==> config.mk <==
export PLATFORM = sky130hd
export DESIGN_NAME = http_request_line_parser
export DESIGN_NICKNAME = d
export VERILOG_FILES = /design/src/hdl/hrlp_pkg.sv /design/src/hdl/hrlp_front.sv /design/src/hdl/hrlp_queue.sv /design/src/hdl/hrlp_parser.sv /design/src/hdl/http_request_line_parser.sv
export SDC_FILE = /design/constraint.sdc
export NUM_CORES = 1
export LEC_CHECK = 0
export BUFFER_PORTS_ARGS = -buffer_cell sky130_fd_sc_hd__buf_2
export CORE_ASPECT_RATIO = 0.8
export CORE_MARGIN = 2
export CORE_UTILIZATION = 53
export CTS_BUF_LIST = sky130_fd_sc_hd__clkbuf_4 sky130_fd_sc_hd__clkbuf_8 sky130_fd_sc_hd__clkbuf_16
export CTS_CLUSTER_DIAMETER = 80
export DETAILED_ROUTE_END_ITERATION = 6
export HOLD_SLACK_MARGIN = 0.06
export PLACE_DENSITY = 0.7
export SLEW_MARGIN = 20
export SYNTH_ARGS = -nofsm -noshare
export SYNTH_HDL_FRONTEND = slang
export SYNTH_SLANG_ARGS = --single-unit
==> constraint.sdc <==
create_clock -name clk -period 4 [get_ports clk]
set_input_delay 0.2 -clock clk [delete_from_list [all_inputs] [get_ports clk]]
set_output_delay 0.2 -clock clk [all_outputs]
set_load 0.01 [all_outputs]
==> src/hdl/hrlp_pkg.sv <==
// ---------------------------------------------------------------------------
// hrlp_pkg: shared types and constants of the HTTP request-line parser
// Queue word layout, parse phases, method and protocol codes, the character
// constants used by the byte classifier and the token text for the parser.
// ---------------------------------------------------------------------------
package hrlp_pkg;

  localparam int URI_W    = 13;
  localparam int METHOD_W = 3;
  localparam int PROTO_W  = 3;

  // Depth of the queue between the classifier and the parser (power of two).
  localparam int QUEUE_DEPTH = 4;

  localparam logic [7:0] CHAR_SPACE = 8'h20;
  localparam logic [7:0] CHAR_CR    = 8'h0D;
  localparam logic [7:0] CHAR_LF    = 8'h0A;
  localparam logic [7:0] CHAR_NUL   = 8'h00;

  localparam logic [METHOD_W-1:0] METH_NONE    = 3'd0;
  localparam logic [METHOD_W-1:0] METH_GET     = 3'd1;
  localparam logic [METHOD_W-1:0] METH_POST    = 3'd2;
  localparam logic [METHOD_W-1:0] METH_HEAD    = 3'd3;
  localparam logic [METHOD_W-1:0] METH_OPTIONS = 3'd4;
  localparam logic [METHOD_W-1:0] METH_CONNECT = 3'd5;

  localparam logic [PROTO_W-1:0] PROTO_NONE   = 3'd0;
  localparam logic [PROTO_W-1:0] PROTO_HTTP09 = 3'd1;
  localparam logic [PROTO_W-1:0] PROTO_HTTP10 = 3'd2;
  localparam logic [PROTO_W-1:0] PROTO_HTTP11 = 3'd3;
  localparam logic [PROTO_W-1:0] PROTO_HTTP2  = 3'd4;

  // Token text, first byte in the least significant position.
  localparam logic [23:0] TXT_GET     = 24'h544547;
  localparam logic [31:0] TXT_POST    = 32'h54534F50;
  localparam logic [31:0] TXT_HEAD    = 32'h44414548;
  localparam logic [55:0] TXT_OPTIONS = 56'h534E4F4954504F;
  localparam logic [55:0] TXT_CONNECT = 56'h5443454E4E4F43;
  localparam logic [63:0] TXT_HTTP11  = 64'h312E312F50545448;
  localparam logic [63:0] TXT_HTTP10  = 64'h302E312F50545448;
  localparam logic [63:0] TXT_HTTP09  = 64'h392E302F50545448;
  localparam logic [47:0] TXT_HTTP2   = 48'h322F50545448;

  typedef enum logic [2:0] {
    PH_METHOD,
    PH_URI_FIRST,
    PH_URI,
    PH_VER_FIRST,
    PH_VER,
    PH_GOOD,
    PH_BAD
  } hrlp_phase_t;

  // One classified byte as it travels through the queue.
  typedef struct packed {
    logic [7:0] line_byte;
    logic       final_byte;
    logic       is_space;
    logic       is_cr;
    logic       is_lf;
    logic       is_nul;
  } hrlp_item_t;

  typedef struct packed {
    logic empty;
    logic full;
  } hrlp_q_stat_t;

endpackage

==> src/hdl/hrlp_front.sv <==
// ---------------------------------------------------------------------------
// hrlp_front: input stage of the request-line parser
// Accepts bytes from the input channel and tags each one with its
// character class before it enters the queue.
// ---------------------------------------------------------------------------
module hrlp_front (
  input  logic                in_valid,
  output logic                in_ready,
  input  logic [7:0]          in_line_byte,
  input  logic                in_final_byte,
  input  hrlp_pkg::hrlp_q_stat_t q_stat,
  output logic                push,
  output hrlp_pkg::hrlp_item_t push_item
);

  assign in_ready = !q_stat.full;
  assign push     = in_valid && !q_stat.full;

  always_comb begin
    push_item.line_byte  = in_line_byte;
    push_item.final_byte = in_final_byte;
    push_item.is_space   = (in_line_byte == hrlp_pkg::CHAR_SPACE);
    push_item.is_cr      = (in_line_byte == hrlp_pkg::CHAR_CR);
    push_item.is_lf      = (in_line_byte == hrlp_pkg::CHAR_LF);
    push_item.is_nul     = (in_line_byte == hrlp_pkg::CHAR_NUL);
  end

endmodule

==> src/hdl/hrlp_queue.sv <==
// ---------------------------------------------------------------------------
// hrlp_queue: short queue between classifier and parser
// A small register queue of classified bytes so that each side can stall
// on its own.
// ---------------------------------------------------------------------------
module hrlp_queue (
  input  logic                   clk,
  input  logic                   rst_n,
  input  logic                   push,
  input  hrlp_pkg::hrlp_item_t   push_item,
  input  logic                   pop,
  output hrlp_pkg::hrlp_item_t   head_item,
  output hrlp_pkg::hrlp_q_stat_t q_stat
);

  localparam int AW = $clog2(hrlp_pkg::QUEUE_DEPTH);

  hrlp_pkg::hrlp_item_t entries_r [hrlp_pkg::QUEUE_DEPTH];
  logic [AW-1:0] wr_ptr_r;
  logic [AW-1:0] rd_ptr_r;
  logic [AW:0]   count_r;

  always_ff @(posedge clk) begin
    if (push) begin
      entries_r[wr_ptr_r] <= push_item;
    end
  end

  always_ff @(posedge clk) begin
    if (!rst_n) begin
      wr_ptr_r <= '0;
      rd_ptr_r <= '0;
      count_r  <= '0;
    end else begin
      if (push) begin
        wr_ptr_r <= wr_ptr_r + 1'b1;
      end
      if (pop) begin
        rd_ptr_r <= rd_ptr_r + 1'b1;
      end
      if (push && !pop) begin
        count_r <= count_r + 1'b1;
      end else if (pop && !push) begin
        count_r <= count_r - 1'b1;
      end
    end
  end

  assign head_item    = entries_r[rd_ptr_r];
  assign q_stat.empty = (count_r == '0);
  assign q_stat.full  = (count_r == (AW+1)'(hrlp_pkg::QUEUE_DEPTH));

endmodule

==> src/hdl/hrlp_parser.sv <==
// ---------------------------------------------------------------------------
// hrlp_parser: phase machine of the request-line parser
// Takes one classified byte per cycle while the queue has one, tracks method,
// URI and version, and loads the result register on the final byte once free.
// ---------------------------------------------------------------------------
module hrlp_parser #(
  parameter int LINE_BYTES  = 8192,
  parameter int TOKEN_BYTES = 16
) (
  input  logic                            clk,
  input  logic                            rst_n,
  input  hrlp_pkg::hrlp_item_t            head_item,
  input  hrlp_pkg::hrlp_q_stat_t          q_stat,
  output logic                            pop,
  output logic                            out_valid,
  input  logic                            out_ready,
  output logic                            out_status,
  output logic [hrlp_pkg::METHOD_W-1:0]   out_method_code,
  output logic [hrlp_pkg::PROTO_W-1:0]    out_protocol_code,
  output logic [hrlp_pkg::URI_W-1:0]      out_uri_offset,
  output logic [hrlp_pkg::URI_W-1:0]      out_uri_length
);

  localparam int PW = $clog2(LINE_BYTES + 1);
  localparam int CW = $clog2(TOKEN_BYTES + 1);

  function automatic logic [hrlp_pkg::METHOD_W-1:0] method_lookup(
    input logic [63:0] p,
    input logic        ge3,
    input logic        ge4,
    input logic        ge7
  );
    logic [hrlp_pkg::METHOD_W-1:0] code;
    code = hrlp_pkg::METH_NONE;
    priority if (ge3 && p[23:0] == hrlp_pkg::TXT_GET) begin
      code = hrlp_pkg::METH_GET;
    end else if (ge4 && p[31:0] == hrlp_pkg::TXT_POST) begin
      code = hrlp_pkg::METH_POST;
    end else if (ge4 && p[31:0] == hrlp_pkg::TXT_HEAD) begin
      code = hrlp_pkg::METH_HEAD;
    end else if (ge7 && p[55:0] == hrlp_pkg::TXT_OPTIONS) begin
      code = hrlp_pkg::METH_OPTIONS;
    end else if (ge7 && p[55:0] == hrlp_pkg::TXT_CONNECT) begin
      code = hrlp_pkg::METH_CONNECT;
    end else begin
      code = hrlp_pkg::METH_NONE;
    end
    return code;
  endfunction

  function automatic logic [hrlp_pkg::PROTO_W-1:0] version_lookup(
    input logic [63:0] p,
    input logic        ge6,
    input logic        ge8
  );
    logic [hrlp_pkg::PROTO_W-1:0] code;
    code = hrlp_pkg::PROTO_NONE;
    priority if (ge8 && p == hrlp_pkg::TXT_HTTP11) begin
      code = hrlp_pkg::PROTO_HTTP11;
    end else if (ge8 && p == hrlp_pkg::TXT_HTTP10) begin
      code = hrlp_pkg::PROTO_HTTP10;
    end else if (ge8 && p == hrlp_pkg::TXT_HTTP09) begin
      code = hrlp_pkg::PROTO_HTTP09;
    end else if (ge6 && p[47:0] == hrlp_pkg::TXT_HTTP2) begin
      code = hrlp_pkg::PROTO_HTTP2;
    end else begin
      code = hrlp_pkg::PROTO_NONE;
    end
    return code;
  endfunction

  hrlp_pkg::hrlp_phase_t phase_r, phase_nxt, phase_mid, phase_take;

  logic [63:0]                   prefix_r, prefix_nxt, prefix_take;
  logic [CW-1:0]                 count_r, count_nxt, count_take;
  logic [PW-1:0]                 pos_r, pos_nxt;
  logic [PW-1:0]                 begin_r, begin_nxt, begin_take;
  logic [PW-1:0]                 span_r, span_nxt, span_take;
  logic [hrlp_pkg::METHOD_W-1:0] method_r, method_nxt, method_take;
  logic [hrlp_pkg::PROTO_W-1:0]  proto_r, proto_nxt, proto_take;

  logic                          out_valid_r;
  logic                          out_status_r;
  logic [hrlp_pkg::METHOD_W-1:0] out_method_r;
  logic [hrlp_pkg::PROTO_W-1:0]  out_proto_r;
  logic [hrlp_pkg::URI_W-1:0]    out_offset_r;
  logic [hrlp_pkg::URI_W-1:0]    out_length_r;

  logic                          is_delim;
  logic                          pending;
  logic                          pos_over;
  logic [63:0]                   base_prefix, push_prefix, dec_prefix;
  logic [CW-1:0]                 base_count, push_count, dec_count;
  logic                          long_tok;
  logic [hrlp_pkg::METHOD_W-1:0] meth_code;
  logic [hrlp_pkg::PROTO_W-1:0]  ver_code;
  logic                          ver_hit;
  logic                          res_good;
  logic [31:0]                   begin_ext, span_ext;

  assign pop = !q_stat.empty && (!head_item.final_byte || !out_valid_r || out_ready);

  assign is_delim = head_item.is_space || head_item.is_cr || head_item.is_lf;
  assign pending  = (phase_r != hrlp_pkg::PH_GOOD) && (phase_r != hrlp_pkg::PH_BAD);
  assign pos_over = (pos_r >= PW'(LINE_BYTES));

  // A version token starts from an empty buffer; a method token grows in place.
  assign base_prefix = (phase_r == hrlp_pkg::PH_VER_FIRST) ? '0 : prefix_r;
  assign base_count  = (phase_r == hrlp_pkg::PH_VER_FIRST) ? '0 : count_r;
  assign push_count  = base_count + 1'b1;
  assign long_tok    = (push_count >= CW'(TOKEN_BYTES));

  always_comb begin
    push_prefix = base_prefix;
    for (int i = 0; i < 8; i++) begin
      if (base_count == CW'(i)) begin
        push_prefix[8*i +: 8] = head_item.line_byte;
      end
    end
  end

  // The version is judged on the token as it stands after this byte.
  assign dec_prefix = is_delim ? prefix_r : push_prefix;
  assign dec_count  = is_delim ? count_r : push_count;

  assign meth_code = method_lookup(prefix_r, count_r >= CW'(3), count_r >= CW'(4),
                                   count_r >= CW'(7));
  assign ver_code  = version_lookup(dec_prefix, dec_count >= CW'(6), dec_count >= CW'(8));
  assign ver_hit   = (ver_code != hrlp_pkg::PROTO_NONE);

  // Next phase.
  always_comb begin
    phase_mid = phase_r;
    if (pending) begin
      if (pos_over) begin
        phase_mid = hrlp_pkg::PH_BAD;
      end else begin
        unique case (phase_r)
          hrlp_pkg::PH_METHOD: begin
            if (is_delim) begin
              phase_mid = (meth_code == hrlp_pkg::METH_NONE) ? hrlp_pkg::PH_BAD
                                                             : hrlp_pkg::PH_URI_FIRST;
            end else if (long_tok) begin
              phase_mid = hrlp_pkg::PH_BAD;
            end
          end
          hrlp_pkg::PH_URI_FIRST: begin
            phase_mid = (is_delim || head_item.is_nul) ? hrlp_pkg::PH_BAD
                                                       : hrlp_pkg::PH_URI;
          end
          hrlp_pkg::PH_URI: begin
            if (head_item.is_cr) begin
              phase_mid = hrlp_pkg::PH_GOOD;
            end else if (head_item.is_space) begin
              phase_mid = hrlp_pkg::PH_VER_FIRST;
            end else if (head_item.is_lf || head_item.is_nul) begin
              phase_mid = hrlp_pkg::PH_BAD;
            end
          end
          hrlp_pkg::PH_VER_FIRST: begin
            if (is_delim || long_tok) begin
              phase_mid = hrlp_pkg::PH_BAD;
            end else begin
              phase_mid = hrlp_pkg::PH_VER;
            end
          end
          hrlp_pkg::PH_VER: begin
            if (is_delim) begin
              phase_mid = ver_hit ? hrlp_pkg::PH_GOOD : hrlp_pkg::PH_BAD;
            end else if (long_tok) begin
              phase_mid = hrlp_pkg::PH_BAD;
            end
          end
          default: begin
            phase_mid = phase_r;
          end
        endcase
      end
    end

    // The final byte forces a decision on whatever is still open.
    phase_take = phase_mid;
    if (head_item.final_byte && phase_mid != hrlp_pkg::PH_GOOD
        && phase_mid != hrlp_pkg::PH_BAD) begin
      phase_take = (phase_mid == hrlp_pkg::PH_VER && ver_hit) ? hrlp_pkg::PH_GOOD
                                                             : hrlp_pkg::PH_BAD;
    end

    if (!pop) begin
      phase_nxt = phase_r;
    end else if (head_item.final_byte) begin
      phase_nxt = hrlp_pkg::PH_METHOD;
    end else begin
      phase_nxt = phase_take;
    end
  end

  // Token buffer, URI span and codes.
  always_comb begin
    prefix_take = prefix_r;
    count_take  = count_r;
    begin_take  = begin_r;
    span_take   = span_r;
    method_take = method_r;
    proto_take  = proto_r;
    if (pending && !pos_over) begin
      unique case (phase_r)
        hrlp_pkg::PH_METHOD: begin
          if (is_delim) begin
            prefix_take = '0;
            count_take  = '0;
            method_take = meth_code;
          end else begin
            prefix_take = push_prefix;
            count_take  = push_count;
          end
        end
        hrlp_pkg::PH_URI_FIRST: begin
          begin_take = pos_r;
        end
        hrlp_pkg::PH_URI: begin
          if (head_item.is_cr || head_item.is_space) begin
            span_take = pos_r - begin_r;
          end
          if (head_item.is_cr) begin
            proto_take = hrlp_pkg::PROTO_HTTP09;
          end
        end
        hrlp_pkg::PH_VER_FIRST, hrlp_pkg::PH_VER: begin
          if (is_delim) begin
            if (phase_r == hrlp_pkg::PH_VER) begin
              proto_take = ver_hit ? ver_code : hrlp_pkg::PROTO_HTTP11;
            end
          end else begin
            prefix_take = push_prefix;
            count_take  = push_count;
            if (long_tok) begin
              proto_take = hrlp_pkg::PROTO_HTTP11;
            end
          end
        end
        default: begin
          prefix_take = prefix_r;
        end
      endcase
    end
    if (head_item.final_byte && phase_mid == hrlp_pkg::PH_VER) begin
      proto_take = ver_hit ? ver_code : hrlp_pkg::PROTO_HTTP11;
    end

    pos_nxt    = pos_r;
    prefix_nxt = prefix_r;
    count_nxt  = count_r;
    begin_nxt  = begin_r;
    span_nxt   = span_r;
    method_nxt = method_r;
    proto_nxt  = proto_r;
    if (pop) begin
      if (head_item.final_byte) begin
        pos_nxt    = '0;
        prefix_nxt = '0;
        count_nxt  = '0;
        begin_nxt  = '0;
        span_nxt   = '0;
        method_nxt = hrlp_pkg::METH_NONE;
        proto_nxt  = hrlp_pkg::PROTO_NONE;
      end else begin
        pos_nxt    = pos_over ? pos_r : pos_r + 1'b1;
        prefix_nxt = prefix_take;
        count_nxt  = count_take;
        begin_nxt  = begin_take;
        span_nxt   = span_take;
        method_nxt = method_take;
        proto_nxt  = proto_take;
      end
    end
  end

  assign res_good  = (phase_take == hrlp_pkg::PH_GOOD);
  assign begin_ext = 32'(begin_take);
  assign span_ext  = 32'(span_take);

  always_ff @(posedge clk) begin
    if (!rst_n) begin
      phase_r     <= hrlp_pkg::PH_METHOD;
      prefix_r    <= '0;
      count_r     <= '0;
      pos_r       <= '0;
      begin_r     <= '0;
      span_r      <= '0;
      method_r    <= hrlp_pkg::METH_NONE;
      proto_r     <= hrlp_pkg::PROTO_NONE;
      out_valid_r <= 1'b0;
    end else begin
      phase_r  <= phase_nxt;
      prefix_r <= prefix_nxt;
      count_r  <= count_nxt;
      pos_r    <= pos_nxt;
      begin_r  <= begin_nxt;
      span_r   <= span_nxt;
      method_r <= method_nxt;
      proto_r  <= proto_nxt;
      if (pop && head_item.final_byte) begin
        out_valid_r <= 1'b1;
      end else if (out_ready) begin
        out_valid_r <= 1'b0;
      end
    end
  end

  always_ff @(posedge clk) begin
    if (pop && head_item.final_byte) begin
      out_status_r <= !res_good;
      out_method_r <= method_take;
      out_proto_r  <= proto_take;
      out_offset_r <= res_good ? begin_ext[hrlp_pkg::URI_W-1:0] : '0;
      out_length_r <= res_good ? span_ext[hrlp_pkg::URI_W-1:0] : '0;
    end
  end

  assign out_valid         = out_valid_r;
  assign out_status        = out_status_r;
  assign out_method_code   = out_method_r;
  assign out_protocol_code = out_proto_r;
  assign out_uri_offset    = out_offset_r;
  assign out_uri_length    = out_length_r;

`ifndef SYNTH
  a_good_has_codes: assert property (@(posedge clk) disable iff (!rst_n)
    out_valid_r |-> (out_status_r ||
                     (out_method_r != hrlp_pkg::METH_NONE &&
                      out_proto_r != hrlp_pkg::PROTO_NONE)))
    else $error("good result without method or protocol");

  a_pos_saturates: assert property (@(posedge clk) disable iff (!rst_n)
    pos_r <= PW'(LINE_BYTES))
    else $error("byte position beyond line limit");

  a_final_restarts: assert property (@(posedge clk) disable iff (!rst_n)
    (pop && head_item.final_byte) |=>
      (out_valid_r && phase_r == hrlp_pkg::PH_METHOD && pos_r == '0))
    else $error("final byte did not produce a result and restart");

  a_uri_needs_method: assert property (@(posedge clk) disable iff (!rst_n)
    (phase_r == hrlp_pkg::PH_URI_FIRST || phase_r == hrlp_pkg::PH_URI ||
     phase_r == hrlp_pkg::PH_VER_FIRST || phase_r == hrlp_pkg::PH_VER) |->
      (method_r != hrlp_pkg::METH_NONE))
    else $error("URI or version phase without a known method");
`endif

endmodule

==> src/hdl/http_request_line_parser.sv <==
// ---------------------------------------------------------------------------
// http_request_line_parser: streaming HTTP request-line parser
// Splits a request line into method, URI and version and reports one
// result word per line.
// ---------------------------------------------------------------------------
// Usage:
// The input channel carries one byte of the request line per word, with
// in_final_byte set on the last byte of the buffer. The output channel
// carries one result word per line: status, method code, protocol code and
// the URI offset and length (both zero for a bad request).
// Throughput is one byte per cycle: the parser phase machine takes one byte
// from the queue in each cycle that the queue holds one, save the final-byte
// wait below. out_valid is registered: it rises in the cycle after the parser
// takes the final byte. The classifier and parser are split by a four-word
// queue; the result sits in an output register, so bytes of the next line
// keep flowing while a result waits. Only a final byte that meets a full
// output register waits; in_ready then drops once the queue fills.
// Reset (rst_n low, synchronous) empties the queue, drops out_valid and puts
// the parser back to expecting a method.
// ---------------------------------------------------------------------------
module http_request_line_parser #(
  parameter int LINE_BYTES  = 8192,
  parameter int TOKEN_BYTES = 16
) (
  input  logic                          clk,
  input  logic                          rst_n,
  input  logic                          in_valid,
  output logic                          in_ready,
  input  logic [7:0]                    in_line_byte,
  input  logic                          in_final_byte,
  output logic                          out_valid,
  input  logic                          out_ready,
  output logic                          out_status,
  output logic [hrlp_pkg::METHOD_W-1:0] out_method_code,
  output logic [hrlp_pkg::PROTO_W-1:0]  out_protocol_code,
  output logic [hrlp_pkg::URI_W-1:0]    out_uri_offset,
  output logic [hrlp_pkg::URI_W-1:0]    out_uri_length
);

  hrlp_pkg::hrlp_item_t   push_item;
  hrlp_pkg::hrlp_item_t   head_item;
  hrlp_pkg::hrlp_q_stat_t q_stat;
  logic                   push;
  logic                   pop;

  hrlp_front u_front (
    .in_valid      (in_valid),
    .in_ready      (in_ready),
    .in_line_byte  (in_line_byte),
    .in_final_byte (in_final_byte),
    .q_stat        (q_stat),
    .push          (push),
    .push_item     (push_item)
  );

  hrlp_queue u_queue (
    .clk       (clk),
    .rst_n     (rst_n),
    .push      (push),
    .push_item (push_item),
    .pop       (pop),
    .head_item (head_item),
    .q_stat    (q_stat)
  );

  hrlp_parser #(
    .LINE_BYTES  (LINE_BYTES),
    .TOKEN_BYTES (TOKEN_BYTES)
  ) u_parser (
    .clk               (clk),
    .rst_n             (rst_n),
    .head_item         (head_item),
    .q_stat            (q_stat),
    .pop               (pop),
    .out_valid         (out_valid),
    .out_ready         (out_ready),
    .out_status        (out_status),
    .out_method_code   (out_method_code),
    .out_protocol_code (out_protocol_code),
    .out_uri_offset    (out_uri_offset),
    .out_uri_length    (out_uri_length)
  );

endmodule
==> results.md <==
- Main combinational cell family by area after synthesis: simple AND/OR/NAND/NOR gates
- Synth top area share: 23.12%
- Mux contribution to synthesized area: 3.297%
- Setup TNS: 0 ns
- Reg-to-reg setup timing slack: 0.20 ns
- Fin. max-slew vios: 0
- Largest net degree at the start of global routing: 68
- Layout Skew: 0.02730 ns
- Data arrival, critical path: 4.06 ns
- Hold_ws: 0.2841 ns
- Vias per cell: 6.199
- Avg Inst Size Synth: 9.383 µm²
- Total Routed Length: 31940 µm
- Seq/Total Area, Yosys: 46.16%
- Post-Synth Simple-Gate Area: 24.18%
- Final Hold Vio Count: 0
- Fillcell total: 1775
- Final worst slack: 0.2021 ns
- Die area: 22090 µm²
- DRT Pass-1 Iters: 6
- Total core area: 20580 µm²
- Synth Instances: 1181
- Total CTS buffers: 22
- Number of clock sinks: 213
- Req. time, crit path: 4.26 ns
- Initial DRC count: 1186
- Final #Nets: 1278
- Relative slew slack: 28.95%
- First-pass GRT wire length: 50070 µm
- Post-DP HPWL: 22370 µm
- CTS root buf: clkbuf_16
- Yosys warns: 0
- Antenna violations before repair: 1
- Core Util, Final: 61.42%
- Crit path time final: 3.798 ns
- # DRC: 0
- Final setup viols: 0
- Via count: 9478
- XOR/XNOR Fraction of Synth Area: 1.897%
- Rows: 47
- Die Ht: 133.3 µm
- Largest fanout on the critical path: 13
- Pleak: 4.169 nW
- Tightest Pin Transition: 1.066 ns
- Fraction of layout cells with a size suffix above 1: 15.63%
- Worst-case clock buffer depth: 3
- Worst hold path depth: 4
- ANT nets after route: 0
- P per Cell Area: 589.1 nW/µm²
- Area grow syn2layout: 14.08%
- I/O Buffers: 47
- Worst skew pair latency: 0.53 ns
- # IOs: 48
- Period utilization: 94.95%
- Placer Congestion: 0.9870
- Post-synth EDFFs: 85
- Mapped Area: 11080 µm²
- Gr ovfl total: 0
- Syn nets: 1215
- Worst slack, placed: 0.03340 ns
- Yosys top cell by area: dfxtp_1
- Vias in the first global route: 8828
- Hold Startpoint: in_valid
- Reg clk slew, reported paths: 0.06 ns
- CTS tree: yes
- Hold worst-path end: u_queue.wr_ptr_r[0]$_SDFFE_PN0P_
- Total GRT Usage: 28.40%
- Hold crit path type: primary input to flip-flop
- Adder-cell share of the synthesized area: 2.506%
- Cell area after layout: 12640 µm²
- Worst vdd ir: 0.4053 mV
- # Max-Cap Violations: 0
- Worst Setup Path Type: flip-flop to flip-flop
- Diodes inserted: 0
- Compound-Gate Fraction of Synth Area: 18.05%
- Synth cell types: 75
- H-Tree Depth: 1
- Starting density of the core: 53.84%
- DP Area: 11750 µm²
- Critical path launch point type: flip-flop
- #FFs+latches synth: 213
- Die width: 165.7 µm
- Fmax: 263.3 MHz
- WL/cell: 20.89 µm
- Synth async-reset ratio: 0%
- Depth of the most critical reg-to-reg path: 14
- CP Capture Type: flip-flop
- Leading register cell type out of synthesis: dfxtp_1
- R2R Path End: u_parser.out_protocol_code[0]$_DFFE_PP_
- Status: finished, final reports clean
- Synth area leaders: dfxtp_1 (23%), edfxtp_1 (23%), nor2b_1 (6.1%)
==> layout by cell type (no fill, tap or decap), types with 5 or more instances in the layout <==
| master | count |
|---|---|
| edfxtp_1 | 85 |
| a31oi_1 | 9 |
| or3_1 | 12 |
| nor3b_1 | 5 |
| a21oi_1 | 49 |
| nand4_1 | 19 |
| and2_1 | 18 |
| nor3_1 | 31 |
| a211oi_1 | 7 |
| buf_4 | 52 |
| xnor2_1 | 11 |
| clkbuf_16 | 22 |
| nand3_1 | 27 |
| nand4b_1 | 5 |
| mux2i_1 | 5 |
| o211ai_1 | 5 |
| buf_2 | 47 |
| dfxtp_1 | 128 |
| xor2_1 | 13 |
| a22oi_1 | 89 |
| nand2b_1 | 6 |
| inv_1 | 32 |
| nor4_1 | 15 |
| nand2_1 | 115 |
| dlygate4sd3_1 | 10 |
| nor2_1 | 86 |
| or2_2 | 9 |
| a21boi_0 | 10 |
| clkbuf_4 | 6 |
| o21a_1 | 5 |
| a21oi_2 | 18 |
| or4_1 | 5 |
| ha_1 | 19 |
| nor2b_1 | 108 |
| and3_1 | 15 |
| nand3b_1 | 7 |
| mux4_2 | 13 |
| o21ai_1 | 9 |
| o21ai_0 | 55 |
==> worst max-delay path by stage <==
stage,start,slack [ns],cells after the start,end
2_1_floorplan,flip-flop,0.58,13,u_parser.out_protocol_code[0]$_DFFE_PP_
3_5_place_dp,flip-flop,0.03,13,u_parser.out_uri_length[8]$_SDFFCE_PP0P_
6_report,flip-flop,0.20,14,u_parser.out_protocol_code[0]$_DFFE_PP_
4_1_cts,flip-flop,0.02,14,u_parser.out_protocol_code[0]$_DFFE_PP_
3_3_place_gp,flip-flop,0.15,13,u_parser.out_uri_length[8]$_SDFFCE_PP0P_
5_1_grt,flip-flop,-0.00004,13,u_parser.out_protocol_code[0]$_DFFE_PP_
==> routing by layer <==
metal / vias up / track usage (%) / share of wire [%]
met5: - / 0 / 0
met4: 0 / 7.826 / 2.4
met3: 59 / 5.051 / 8.9
met2: 438 / 39.93 / 41
met1: 4532 / 44.62 / 47
li1: 4449 / - / -
==> timing repair <==
item / 4_1_cts / 5_1_grt
hold endpoints to repair: 37 / 0
setup endpoints to repair: 1 / 25
buffers inserted: 0 / 1
hold buffers: 10 / 0
gates resized for setup: 1 / 8
pin swaps: 0 / 2
==> cell usage after synthesis (19+ instances only) <==
library cell / instances
nand4_1: 19
a22oi_1: 89
inv_1: 31
nor3_1: 33
nand3_1: 27
clkbuf_1: 57
nand2_1: 115
o21ai_0: 55
edfxtp_1: 85
ha_1: 19
dfxtp_1: 128
nor2_1: 86
a21oi_1: 49
nor2b_1: 108
==> state kept, by name, indices dropped and copies added (netlist names), named ones only <==
name                        flops
u_parser.out_valid              1
u_parser.method_r               3
u_parser.begin_r               13
u_queue.count_r                 3
u_parser.count_r                5
u_parser.out_uri_length        13
u_parser.proto_r                3
u_parser.out_protocol_code      3
u_queue.wr_ptr_r                2
u_parser.out_uri_offset        13
u_queue.entries_r              52
u_parser.out_method_code        3
u_parser.pos_r                 14
u_parser.out_status             1
u_queue.rd_ptr_r                2
u_parser.span_r                13
u_parser.prefix_r              64
u_parser.phase_r                3
==> worst max-delay path: stages, from the launching register on <==
cell	delay [ns]
dfxtp_1	0.36
buf_12	0.17
mux4_2	0.53
nor3b_1	0.23
buf_4	0.16
nand4_1	0.21
a2111oi_4	0.39
buf_4	0.17
a31oi_1	0.03
o21a_1	0.24
or3_4	0.37
a21oi_2	0.20
o2111ai_4	0.20
nor3_2	0.21
nor2_1	0.06
==> metrics by stage <==
stage | total power, mW | cells
floorplan | 4.372 | 1181
global placement | 5.305 | 1478
detailed placement | 5.322 | 1478
CTS | 7.379 | 1528
global route | 7.776 | 1529
finish | 7.447 | 1529
==> kinds of logic after synthesis <==
family	count (synthesis)
buf+inv	102
compound gates	295
fa+ha+maj	21
xor+xnor	24
flops	213
simple gates	506
mux	20
==> power by group <==
| part | internal [mW] | switching [mW] | total, mW |
|---|---|---|---|
| combinational | 0.856 | 1.89 | 2.74 |
| sequential | 2.55 | 0.109 | 2.66 |
| clock | 1.17 | 0.878 | 2.05 |
==> cell type report <==
type | count | area (µm²) | share of cell area (%)
clock inverter | 10 | 93.84 | 0.7423
sequential | 213 | 5115 | 40.46
inverter | 31 | 116.4 | 0.9204
tap | 269 | 336.6 | 2.662
timing repair buffer | 110 | 745.7 | 5.899
clock buffer | 30 | 623.1 | 4.929
multi-input combinational | 866 | 5612 | 44.39
(Power assumes the default switching activity.)
